`config.mk`:
```
export PLATFORM = sky130hd
export DESIGN_NAME = combinatorial_count_unit
export DESIGN_NICKNAME = d
export VERILOG_FILES = /design/src/rtl/core/ccu_pkg.sv /design/src/rtl/core/combinatorial_count_unit.sv
export SDC_FILE = /design/constraint.sdc
export NUM_CORES = 2
export LEC_CHECK = 0
export ABC_AREA = 1
export BUFFER_PORTS_ARGS = -buffer_cell sky130_fd_sc_hd__buf_2
export CAP_MARGIN = 40
export CORE_MARGIN = 2
export CORE_UTILIZATION = 61
export DETAILED_ROUTE_END_ITERATION = 8
export GPL_TIMING_DRIVEN = 0
export PLACE_DENSITY = 0.89
export SYNTH_ARGS = -nofsm -noshare
export SYNTH_HDL_FRONTEND = slang
export SYNTH_SLANG_ARGS = --single-unit
```
`constraint.sdc`:
```
create_clock -name clk -period 6.8 [get_ports clk]
set_input_delay 1.36 -clock clk [delete_from_list [all_inputs] [get_ports clk]]
set_output_delay 1.36 -clock clk [all_outputs]
set_load 0.02 [all_outputs]
```
`src/rtl/core/ccu_pkg.sv`:
```
`timescale 1ns / 1ps
// ----------------------------------------------------------------------------
// ccu_pkg: shared types and constants for the combinatorial count unit
// Request and response beat layouts, command and status codes, and the
// default sizing of the count datapath.
// ----------------------------------------------------------------------------
package ccu_pkg;

	localparam int OPND_W           = 8;
	localparam int FAC_W            = OPND_W + 1;
	localparam int COUNT_W          = 64;
	localparam int MAX_N_DEF        = 255;
	localparam int RESULT_WIDTH_DEF = 64;

	localparam logic [2:0] CMD_POWER     = 3'd0;
	localparam logic [2:0] CMD_ARRANGE   = 3'd1;
	localparam logic [2:0] CMD_MULTISET  = 3'd2;
	localparam logic [2:0] CMD_COMBINE   = 3'd3;
	localparam logic [2:0] CMD_FACTORIAL = 3'd4;

	localparam logic [1:0] ST_OK       = 2'd0;
	localparam logic [1:0] ST_INVALID  = 2'd1;
	localparam logic [1:0] ST_OVERFLOW = 2'd2;

	typedef struct packed {
		logic [2:0]        cmd;
		logic [OPND_W-1:0] set_size;
		logic [OPND_W-1:0] pick_count;
	} req_t;

	typedef struct packed {
		logic [COUNT_W-1:0] count;
		logic [1:0]         status;
	} rsp_t;

endpackage

```
`src/rtl/core/combinatorial_count_unit.sv`:
```
`timescale 1ns / 1ps
// ----------------------------------------------------------------------------
// combinatorial_count_unit: exact counts of powers, arrangements and choices
// Computes n^k, n!/(n-k)!, C(n+k-1,k), C(n,k) or n! with one shared
// multiplier and a bit-serial exact divider under a small sequencer.
// ----------------------------------------------------------------------------
//
//  channel  | signals                     | beat contents
//  ---------+-----------------------------+------------------------------
//  request  | req_valid, req_stall, req   | cmd, set_size, pick_count
//  response | rsp_valid, rsp_stall, rsp   | count, status
//
// One request is worked at a time; req_stall is high from acceptance until
// the result has moved into the response register.
// A rejected request goes from idle straight to the completion state.
// Each product factor passes the multiply and check states; each binomial
// factor also passes the one-bit-a-cycle exact divider between the two.
// Work stops at the first product that no longer fits.
// A stalled response holds the finished count.
// Reset clears the sequencer and the response valid flag.
module combinatorial_count_unit #(
	parameter int MAX_N        = ccu_pkg::MAX_N_DEF,
	parameter int RESULT_WIDTH = ccu_pkg::RESULT_WIDTH_DEF
) (
	input  logic          clk,
	input  logic          arst_n,
	input  logic          req_valid,
	output logic          req_stall,
	input  ccu_pkg::req_t req,
	output logic          rsp_valid,
	input  logic          rsp_stall,
	output ccu_pkg::rsp_t rsp
);

	localparam int FW = ccu_pkg::FAC_W;
	localparam int PW = RESULT_WIDTH + FW;
	localparam int BW = $clog2(PW);

	typedef enum logic [2:0] {S_IDLE, S_MUL, S_DIV, S_CHK, S_DONE} state_t;
	typedef enum logic [1:0] {OP_HOLD, OP_DOWN, OP_UP, OP_BINOM} op_t;

	state_t                  state_q;
	op_t                     op_q;
	logic [RESULT_WIDTH-1:0] acc_q;
	logic [PW-1:0]           prod_q;
	logic [FW-1:0]           fac_q;
	logic [FW-1:0]           cnt_q;
	logic [FW-1:0]           div_q;
	logic [FW-1:0]           rem_q;
	logic [BW-1:0]           bit_q;
	logic [1:0]              status_q;
	logic                    rsp_valid_q;
	ccu_pkg::rsp_t           rsp_q;

	logic [FW-1:0]             n9, k9, m9, mr9, r9;
	logic                      cmd_known, n_ok, k_ok, order_ok, req_ok;
	logic [PW-1:0]             prod_d;
	logic [FW:0]               trial, diff;
	logic                      q_bit;
	logic [ccu_pkg::COUNT_W-1:0] sat_count;

	assign sat_count = ccu_pkg::COUNT_W'({RESULT_WIDTH{1'b1}});

	// Operand checks and loop setup for the incoming request.
	always_comb begin
		n9 = FW'(req.set_size);
		k9 = FW'(req.pick_count);
		cmd_known = (req.cmd == ccu_pkg::CMD_POWER) || (req.cmd == ccu_pkg::CMD_ARRANGE) ||
			(req.cmd == ccu_pkg::CMD_MULTISET) || (req.cmd == ccu_pkg::CMD_COMBINE) ||
			(req.cmd == ccu_pkg::CMD_FACTORIAL);
		n_ok = (req.set_size != '0) && (32'(req.set_size) <= 32'(MAX_N));
		k_ok = (req.cmd == ccu_pkg::CMD_FACTORIAL) ||
			((req.pick_count != '0) && (32'(req.pick_count) <= 32'(MAX_N)));
		order_ok = !(((req.cmd == ccu_pkg::CMD_ARRANGE) || (req.cmd == ccu_pkg::CMD_COMBINE)) &&
			(req.pick_count > req.set_size));
		req_ok = cmd_known && n_ok && k_ok && order_ok;
		m9 = (req.cmd == ccu_pkg::CMD_MULTISET) ? FW'(n9 + k9 - FW'(1)) : n9;
		mr9 = m9 - k9;
		r9 = (k9 > mr9) ? mr9 : k9;
	end

	assign prod_d = PW'(acc_q) * PW'(fac_q);

	// One restoring step of the exact divide by the running index.
	always_comb begin
		trial = {rem_q, prod_q[PW-1]};
		diff = trial - {1'b0, div_q};
		q_bit = (trial >= {1'b0, div_q});
	end

	always_ff @(posedge clk or negedge arst_n) begin
		if (!arst_n) begin
			state_q <= S_IDLE;
			op_q <= OP_HOLD;
			acc_q <= '0;
			prod_q <= '0;
			fac_q <= '0;
			cnt_q <= '0;
			div_q <= '0;
			rem_q <= '0;
			bit_q <= '0;
			status_q <= ccu_pkg::ST_OK;
			rsp_valid_q <= 1'b0;
			rsp_q <= '0;
		end else begin
			// The completion state owns the valid flag while it is active.
			if (rsp_valid_q && !rsp_stall && (state_q != S_DONE)) begin
				rsp_valid_q <= 1'b0;
			end
			case (state_q)
				S_IDLE: begin
					if (req_valid) begin
						acc_q <= RESULT_WIDTH'(1);
						div_q <= FW'(1);
						status_q <= req_ok ? ccu_pkg::ST_OK : ccu_pkg::ST_INVALID;
						case (req.cmd)
							ccu_pkg::CMD_POWER: begin
								op_q <= OP_HOLD;
								fac_q <= n9;
								cnt_q <= k9;
							end
							ccu_pkg::CMD_ARRANGE: begin
								op_q <= OP_DOWN;
								fac_q <= n9;
								cnt_q <= k9;
							end
							ccu_pkg::CMD_FACTORIAL: begin
								op_q <= OP_UP;
								fac_q <= FW'(2);
								cnt_q <= n9 - FW'(1);
							end
							default: begin
								op_q <= OP_BINOM;
								fac_q <= m9 - r9 + FW'(1);
								cnt_q <= r9;
							end
						endcase
						state_q <= req_ok ? S_MUL : S_DONE;
					end
				end
				S_MUL: begin
					if (cnt_q == '0) begin
						state_q <= S_DONE;
					end else begin
						prod_q <= prod_d;
						rem_q <= '0;
						bit_q <= BW'(PW - 1);
						state_q <= (op_q == OP_BINOM) ? S_DIV : S_CHK;
					end
				end
				S_DIV: begin
					rem_q <= q_bit ? diff[FW-1:0] : trial[FW-1:0];
					prod_q <= {prod_q[PW-2:0], q_bit};
					if (bit_q == '0) begin
						state_q <= S_CHK;
					end else begin
						bit_q <= bit_q - BW'(1);
					end
				end
				S_CHK: begin
					if (prod_q[PW-1:RESULT_WIDTH] != '0) begin
						status_q <= ccu_pkg::ST_OVERFLOW;
						state_q <= S_DONE;
					end else begin
						acc_q <= prod_q[RESULT_WIDTH-1:0];
						cnt_q <= cnt_q - FW'(1);
						div_q <= div_q + FW'(1);
						case (op_q)
							OP_DOWN: fac_q <= fac_q - FW'(1);
							OP_HOLD: fac_q <= fac_q;
							default: fac_q <= fac_q + FW'(1);
						endcase
						state_q <= S_MUL;
					end
				end
				S_DONE: begin
					if (!rsp_valid_q || !rsp_stall) begin
						rsp_valid_q <= 1'b1;
						rsp_q.status <= status_q;
						case (status_q)
							ccu_pkg::ST_OK:       rsp_q.count <= ccu_pkg::COUNT_W'(acc_q);
							ccu_pkg::ST_OVERFLOW: rsp_q.count <= sat_count;
							default:              rsp_q.count <= '0;
						endcase
						state_q <= S_IDLE;
					end
				end
				default: begin
					state_q <= S_IDLE;
				end
			endcase
		end
	end

	assign req_stall = (state_q != S_IDLE);
	assign rsp_valid = rsp_valid_q;
	assign rsp = rsp_q;

	a_invalid_zero: assert property (@(posedge clk) disable iff (!arst_n)
		rsp_valid && (rsp.status == ccu_pkg::ST_INVALID) |-> rsp.count == '0)
		else $error("invalid response carries a nonzero count");

	a_overflow_sat: assert property (@(posedge clk) disable iff (!arst_n)
		rsp_valid && (rsp.status == ccu_pkg::ST_OVERFLOW) |-> rsp.count == sat_count)
		else $error("overflow response is not saturated");

	a_div_rem: assert property (@(posedge clk) disable iff (!arst_n)
		(state_q == S_DIV) |-> (div_q != '0) && (rem_q < div_q))
		else $error("divider remainder out of range");

	a_div_len: assert property (@(posedge clk) disable iff (!arst_n)
		(state_q == S_CHK) && ($past(state_q) == S_DIV) |-> $past(bit_q) == '0)
		else $error("divide left before all quotient bits were formed");

	a_rsp_src: assert property (@(posedge clk) disable iff (!arst_n)
		$rose(rsp_valid) |-> $past(state_q) == S_DONE)
		else $error("response raised outside the completion state");

endmodule
```
# Word-level counts from Yosys, hierarchy flattened
# Cells that the tools add are included.
# W data, S select, Z words.
# word_totals
word_cells	128
mem_bits_rw	0
latchBits	0
mem_count	0
output_inout_bits	68
regBits	254
rom_bits	0
# classes
magnitude_cmp	3
n_mul	1
div_mod_pow	0
n_reduce_logical	37
shift	0
n_eq_ne	20
mux	42
n_bitwise	0
add_sub_neg	12
# op_table
operator	n
$pmux W64 S2	2
$pmux W73 S2	1
$mux W64	2
$pmux W9 S2	7
$mux W9	10
$mul A64 B9 Y73	1
$mux W73	1
$add A9 B1 Y9 const B	3
$sub A9 B1 Y9 const B	3
$mux W3	6
$sub A9 B9 Y9	2
$ne A2 B2 Y1 const B	8
$reduce_bool A8 Y1	2
$pmux W3 S5	1
$mux W7	2
$pmux W7 S2	1
$eq A3 B2 Y1 const B	4
$reduce_and A3 Y1	4
$ge A10 B9 Y1	1
$add A8 B8 Y9	1
$gt A8 B9 Y1	1
$logic_not A9 Y1	1
$reduce_bool A9 Y1	1
$sub A8 B1 Y9 const B	1
23 further kinds	49

# Depth between registers and ports, before layout
# depth
word_depth	11
ltp_mapped	41
mapped_depth_nobuf	41

# Least setup slack after synthesis
# Ideal clock, no wire load.
# synth_path
path_kind	input-to-reg
startpoint	in req[9] (netlist name)
endpoint	reg fac_q[7]
setup_time_ns	0.113
slack_ns	0.279
cell_stages	40
t_required_ns	6.687
n_path_buf	0
t_arrival_ns	6.408
path_cell_list	inv_1 ha_1 inv_1 ha_1 fa_1 a21oi_1 o21bai_1 xnor2_1 a21oi_1 ha_1 inv_1 o21ai_1 o21ai_0 nand2_1 ha_1 nand2_1 inv_1 nand2_1 [4 not listed] nand2_1 and2_1 ha_1 inv_1 ha_1 inv_1 fa_1 nor2_1 o21ai_0 nand2_1 a21oi_1 nor2_1 nor2_1 xnor2_1 nand2_1 nand3_1 nand2_1 inv_1
# synth_via
elab_chain_cells	11
# synth_lines
item	line	source
start: declaration	combinatorial_count_unit.sv:29	input ccu_pkg::req_t req,
$add A8 B8 Y9	combinatorial_count_unit.sv:77	m9 = (req.cmd == ccu_pkg::CMD_MULTISET) ? FW'(n9 + k9 - FW'(1)) : n9;
$sub A9 B1 Y9	combinatorial_count_unit.sv:77	
$mux W9 (*)	combinatorial_count_unit.sv:77	
$sub A9 B8 Y9	combinatorial_count_unit.sv:78	mr9 = m9 - k9;
$gt A8 B9 Y1	combinatorial_count_unit.sv:79	r9 = (k9 > mr9) ? mr9 : k9;
$mux W9	combinatorial_count_unit.sv:79	
$sub A9 B9 Y9 (*)	combinatorial_count_unit.sv:134	fac_q <= m9 - r9 + FW'(1);
$add A9 B1 Y9 (*)	combinatorial_count_unit.sv:134	
$pmux W9 S2 (*)	combinatorial_count_unit.sv:116	case (req.cmd)
$mux W9 (*)	combinatorial_count_unit.sv:112	if (req_valid) begin
$pmux W9 S2 (*)	combinatorial_count_unit.sv:110	case (state_q)
end signal: assignment	combinatorial_count_unit.sv:119	fac_q <= n9;
end signal: assignment	combinatorial_count_unit.sv:124	fac_q <= n9;
end signal: assignment	combinatorial_count_unit.sv:134	
end: declaration	combinatorial_count_unit.sv:46	logic [FW-1:0] fac_q;
# Every way passes the cells marked *; elsewhere a longest branch is shown, timed or not. The select of a mux whose other input is x is not followed.
# A chain may end at the register's enable or synchronous reset.

# Final worst setup path
# layout_path
startpoint	reg fac_q[6]
endpoint	reg prod_q[54]
# layout_via
elab_chain_cells	3
# layout_lines
item	line	source
$mul A64 B9 Y73	combinatorial_count_unit.sv:82	assign prod_d = PW'(acc_q) * PW'(fac_q);
$mux W73	combinatorial_count_unit.sv:142	if (cnt_q == '0) begin
$pmux W73 S2	combinatorial_count_unit.sv:110	
end signal: assignment	combinatorial_count_unit.sv:145	prod_q <= prod_d;
end signal: assignment	combinatorial_count_unit.sv:153	prod_q <= {prod_q[PW-2:0], q_bit};
end: declaration	combinatorial_count_unit.sv:45	logic [PW-1:0] prod_q;
# No other way between the ends. The select of a mux whose other input is x is not followed.

==> results.ini <==
[setup_path]
r2r-start = fac_q[6]$_DFFE_PN0P_
crit_fanout = 9
cpPeakStageDelay_ps = 590
crit_chain = clkbuf_1 -> buf_8 -> clkbuf_1 -> buf_6 -> nand2_1 -> fa_1 -> fa_1 -> fa_1 -> inv_1 -> fa_1 -> ha_1 -> a21oi_1 -> o21ai_0 -> a21oi_1 -> o21ai_0 -> a21oi_1 -> nand2_1 -> nand2_1 -> nand2_1 -> o21bai_1
required_ps = 7360
critPathArrivalTime_ps = 7520
startpoint_type = flip-flop
r2r-end = prod_q[54]$_DFFE_PN0P_
reg2reg_setup_slack_ps = -160
rr_worst_depth = 20
end_kind = flip-flop
critPathSlowestCell = a21oi_1
critical_path_class = flip-flop to flip-flop

[floorplanning]
die-height_um = 235
coreArea_um2 = 52800
rows = 84
floorplan.initialDensity_pct = 61.9
die_w_um = 235
die_area_um2 = 55400
io_pins = 91

[finish]
finish.net_count = 5212
fin_cells = 5294
synthToLayoutAreaGrowth_pct = 9.10
drive_above_1_share_pct = 6.54
design_area_um2 = 35600

[logic_synthesis]
synthArstFlopShare_pct = 100
ys_types = 53
synth_area_um2 = 32600
syn_nets = 5054
synthFlopType = dfrtp_1
synth-edff-count = 0
yosys_warnings = 0
synth-seq-cells = 254
syn_inst = 4423
avgSynthCellArea_um2 = 7.38
ys_seq_area_share_pct = 19.5

[timing]
slew_viol_final = 0
final-setup-viol-count = 6
min_period_ps = 6960
finClkSkew_ps = 20.1
relSlewSlack_pct = 31.8
fin_crit_sh_pct = 102
postLayoutSetupSlackWorst_ps = -158
tightest_slew_ps = 1020
clock.fmax_ghz = 0.144
tns_ps = -473
hold_violations = 0

[power_and_ir_drop]
ir_drop_uv = 319
cellPowerDensity_nw_per_um2 = 349
power.total_mw = 12.4
leakagePower_nw = 18.6

[placed_design]
dp_cells = 5223
hpwl_um = 99900
finalWeightedCongestion = 1.10
dpl_cell_area_um2 = 34300
portBuffers = 90
dp_slack_ps = -691

[detailed_routing]
drt_iter0_markers = 4046
route.vias.total = 31600
dr.pass1.iters = 9
dr.max_layer_used = met5
via_per_inst = 5.96
drc_errors = 6
dr_wl_met3_um = 17200
wl_um = 124000
final_antenna_net_count = 0
met2_length_um = 52700
m1WireLength_um = 44500
wl_per_cell_um = 23.4

[run]
cap_violations = 0

[cts]
cts_num_sinks = 254
htreeDepth = 1
cts_tree = yes
path_clk_slew_ps = 70
cts_buffer_depth = 3
worstSkewPairLatency_ps = 640
postCtsHoldBufs = 0
clockRootBuffer = clkbuf_16
cts_buffers = 30

[grt]
grt_max_degree = 99
gr-total-overflow = 0
globalRouteTotalUtil_pct = 45.0
antenna_found_initial = 4
grt_pass1_vias = 31400
grt_pass1_wl_um = 186000

[run_status]
failed_checks = DRC, setup timing
status = complete, but fails checks

[hold_path]
hold_class = flip-flop to flip-flop
min_to = rsp[22]$_DFFE_PN0P_
hold_start = rsp[22]$_DFFE_PN0P_
whs_path_depth = 2

placed cells by master, fill, tap and decap left out, types with 25 or more instances in the layout:
master	synthesis	final
fa_1	440	438
a21oi_1	175	165
o21bai_1	33	32
o211ai_1	25	25
dfrtp_1	254	253
nor2_1	220	220
o22ai_1	37	36
nand4_1	35	35
inv_1	936	933
clkbuf_1	140	136
nand2_1	1283	1283
ha_1	168	160
buf_2	33	122
o21ai_0	245	240
clkbuf_16	0	30
nand3_1	128	127
xnor2_1	27	27
nor3_1	27	26
area by class of cell:
| class | count | area [um^2] |
|---|---|---|
| diodes | 1 | 2.50 |
| plain buffers | 195 | 792 |
| clock buffers | 34 | 796 |
| clock inverters | 22 | 238 |
| fillers | 4412 | 17200 |
| inverters | 944 | 3550 |
| multi-input cells | 3028 | 22100 |
| flip-flops and latches | 254 | 6360 |
| well taps | 688 | 861 |
| repair buffers | 128 | 891 |
cell families (layout without fill, tap and decap cells):
family / after synthesis / after routing / share of synthesized area, %
other: 0 / 1 / 0
adders and majority gates: 608 / 608 / 33.4
buffers and inverters: 1141 / 1323 / 13.3
xor gates and xnor gates: 50 / 50 / 1.34
DFF: 254 / 254 / 19.5
AOI/OAI and AO/OA: 623 / 623 / 10.9
and+or+nand+nor: 1747 / 1747 / 21.5
per-stage QoR:
stage               util (%)  hold WS (ps)
finish                  67.5           471
CTS                     66.9           477
global placement        64.3           449
detailed placement      64.9           461
floorplan                  -           452
global route            67.5           485
synth_stat cells, types with 3 or more instances:
master	number	area (um^2)
nand3_2	3	30.0
clkbuf_1	140	526
xor2_1	23	201
a22o_1	16	140
o221ai_1	11	96.3
a21o_1	12	90.1
a31oi_1	14	87.6
o21ai_2	3	26.3
o21ai_1	18	90.1
or2_2	7	43.8
nor4_1	6	37.5
fa_1	440	8810
nand3b_1	7	52.6
nand2_2	7	43.8
a21boi_0	5	37.5
a211oi_1	7	52.6
a32o_1	3	30.0
o22ai_1	37	231
nand3_1	128	641
o21a_1	3	22.5
o31ai_1	5	37.5
inv_1	936	3510
buf_2	33	165
nor2_2	10	62.6
nor3_1	27	135
xnor2_1	27	236
o21bai_1	33	248
buf_1	22	82.6
dfrtp_1	254	6360
or2_1	3	18.8
a21oi_1	175	876
o21ai_0	245	1230
nor2_1	220	826
a22oi_1	4	30.0
inv_2	7	26.3
a21oi_2	3	26.3
nand2_1	1283	4820
nand4_1	35	219
ha_1	168	2100
o211ai_1	25	188
what timing repair did:
action | CTS | global route
setup buffers | 0 | 12
endpoints found under the setup margin | 3 | 22
gates resized for setup | 1 | 48
pin swaps | 0 | 9
registers in the layout, indices dropped and copies added, names as in the netlist:
register and count:
rem_q 9, rsp 66, op_q 2, rsp_valid 1, cnt_q 9, status_q 2, div_q 9, fac_q 9
acc_q 64, bit_q 7, state_q 3, prod_q 73
worst max-delay path, delay by kind of cell (launching register included):
kind	cells	cell delay (ps)
adders and majority gates	5	2440
and+or+nand+nor	4	490
buffers and inverters	5	1440
AOI/OAI and AO/OA	6	2010
DFF	1	490
worst max-delay path by stage:
stage                    startpoint                     end  slack [ps]  cells after the start
6_report       fac_q[6]$_DFFE_PN0P_  prod_q[54]$_DFFE_PN0P_        -160                     20
5_1_grt                      req[1]    fac_q[7]$_DFFE_PN0P_         -80                     41
3_5_place_dp                 req[1]    fac_q[7]$_DFFE_PN0P_        -690                     41
4_1_cts                      req[1]    fac_q[7]$_DFFE_PN0P_          40                     41
2_1_floorplan                req[9]    fac_q[7]$_DFFE_PN0P_         280                     40
3_3_place_gp                 req[1]    fac_q[7]$_DFFE_PN0P_        -660                     41
per-layer routing:
layer  global-route usage (%)  vias to the layer above
met5                        0                        -
met4                     28.5                        6
met3                     14.7                      533
met2                     66.7                     2207
met1                     57.3                    15100
li1                         -                    13700
power breakdown:
group | switching (mW) | internal, mW | total (mW)
clock network | 0.785 | 0.968 | 1.75
registers | 0.360 | 2.02 | 2.38
logic | 5.79 | 2.49 | 8.29
Note: power is estimated with default switching activity, not from simulation.
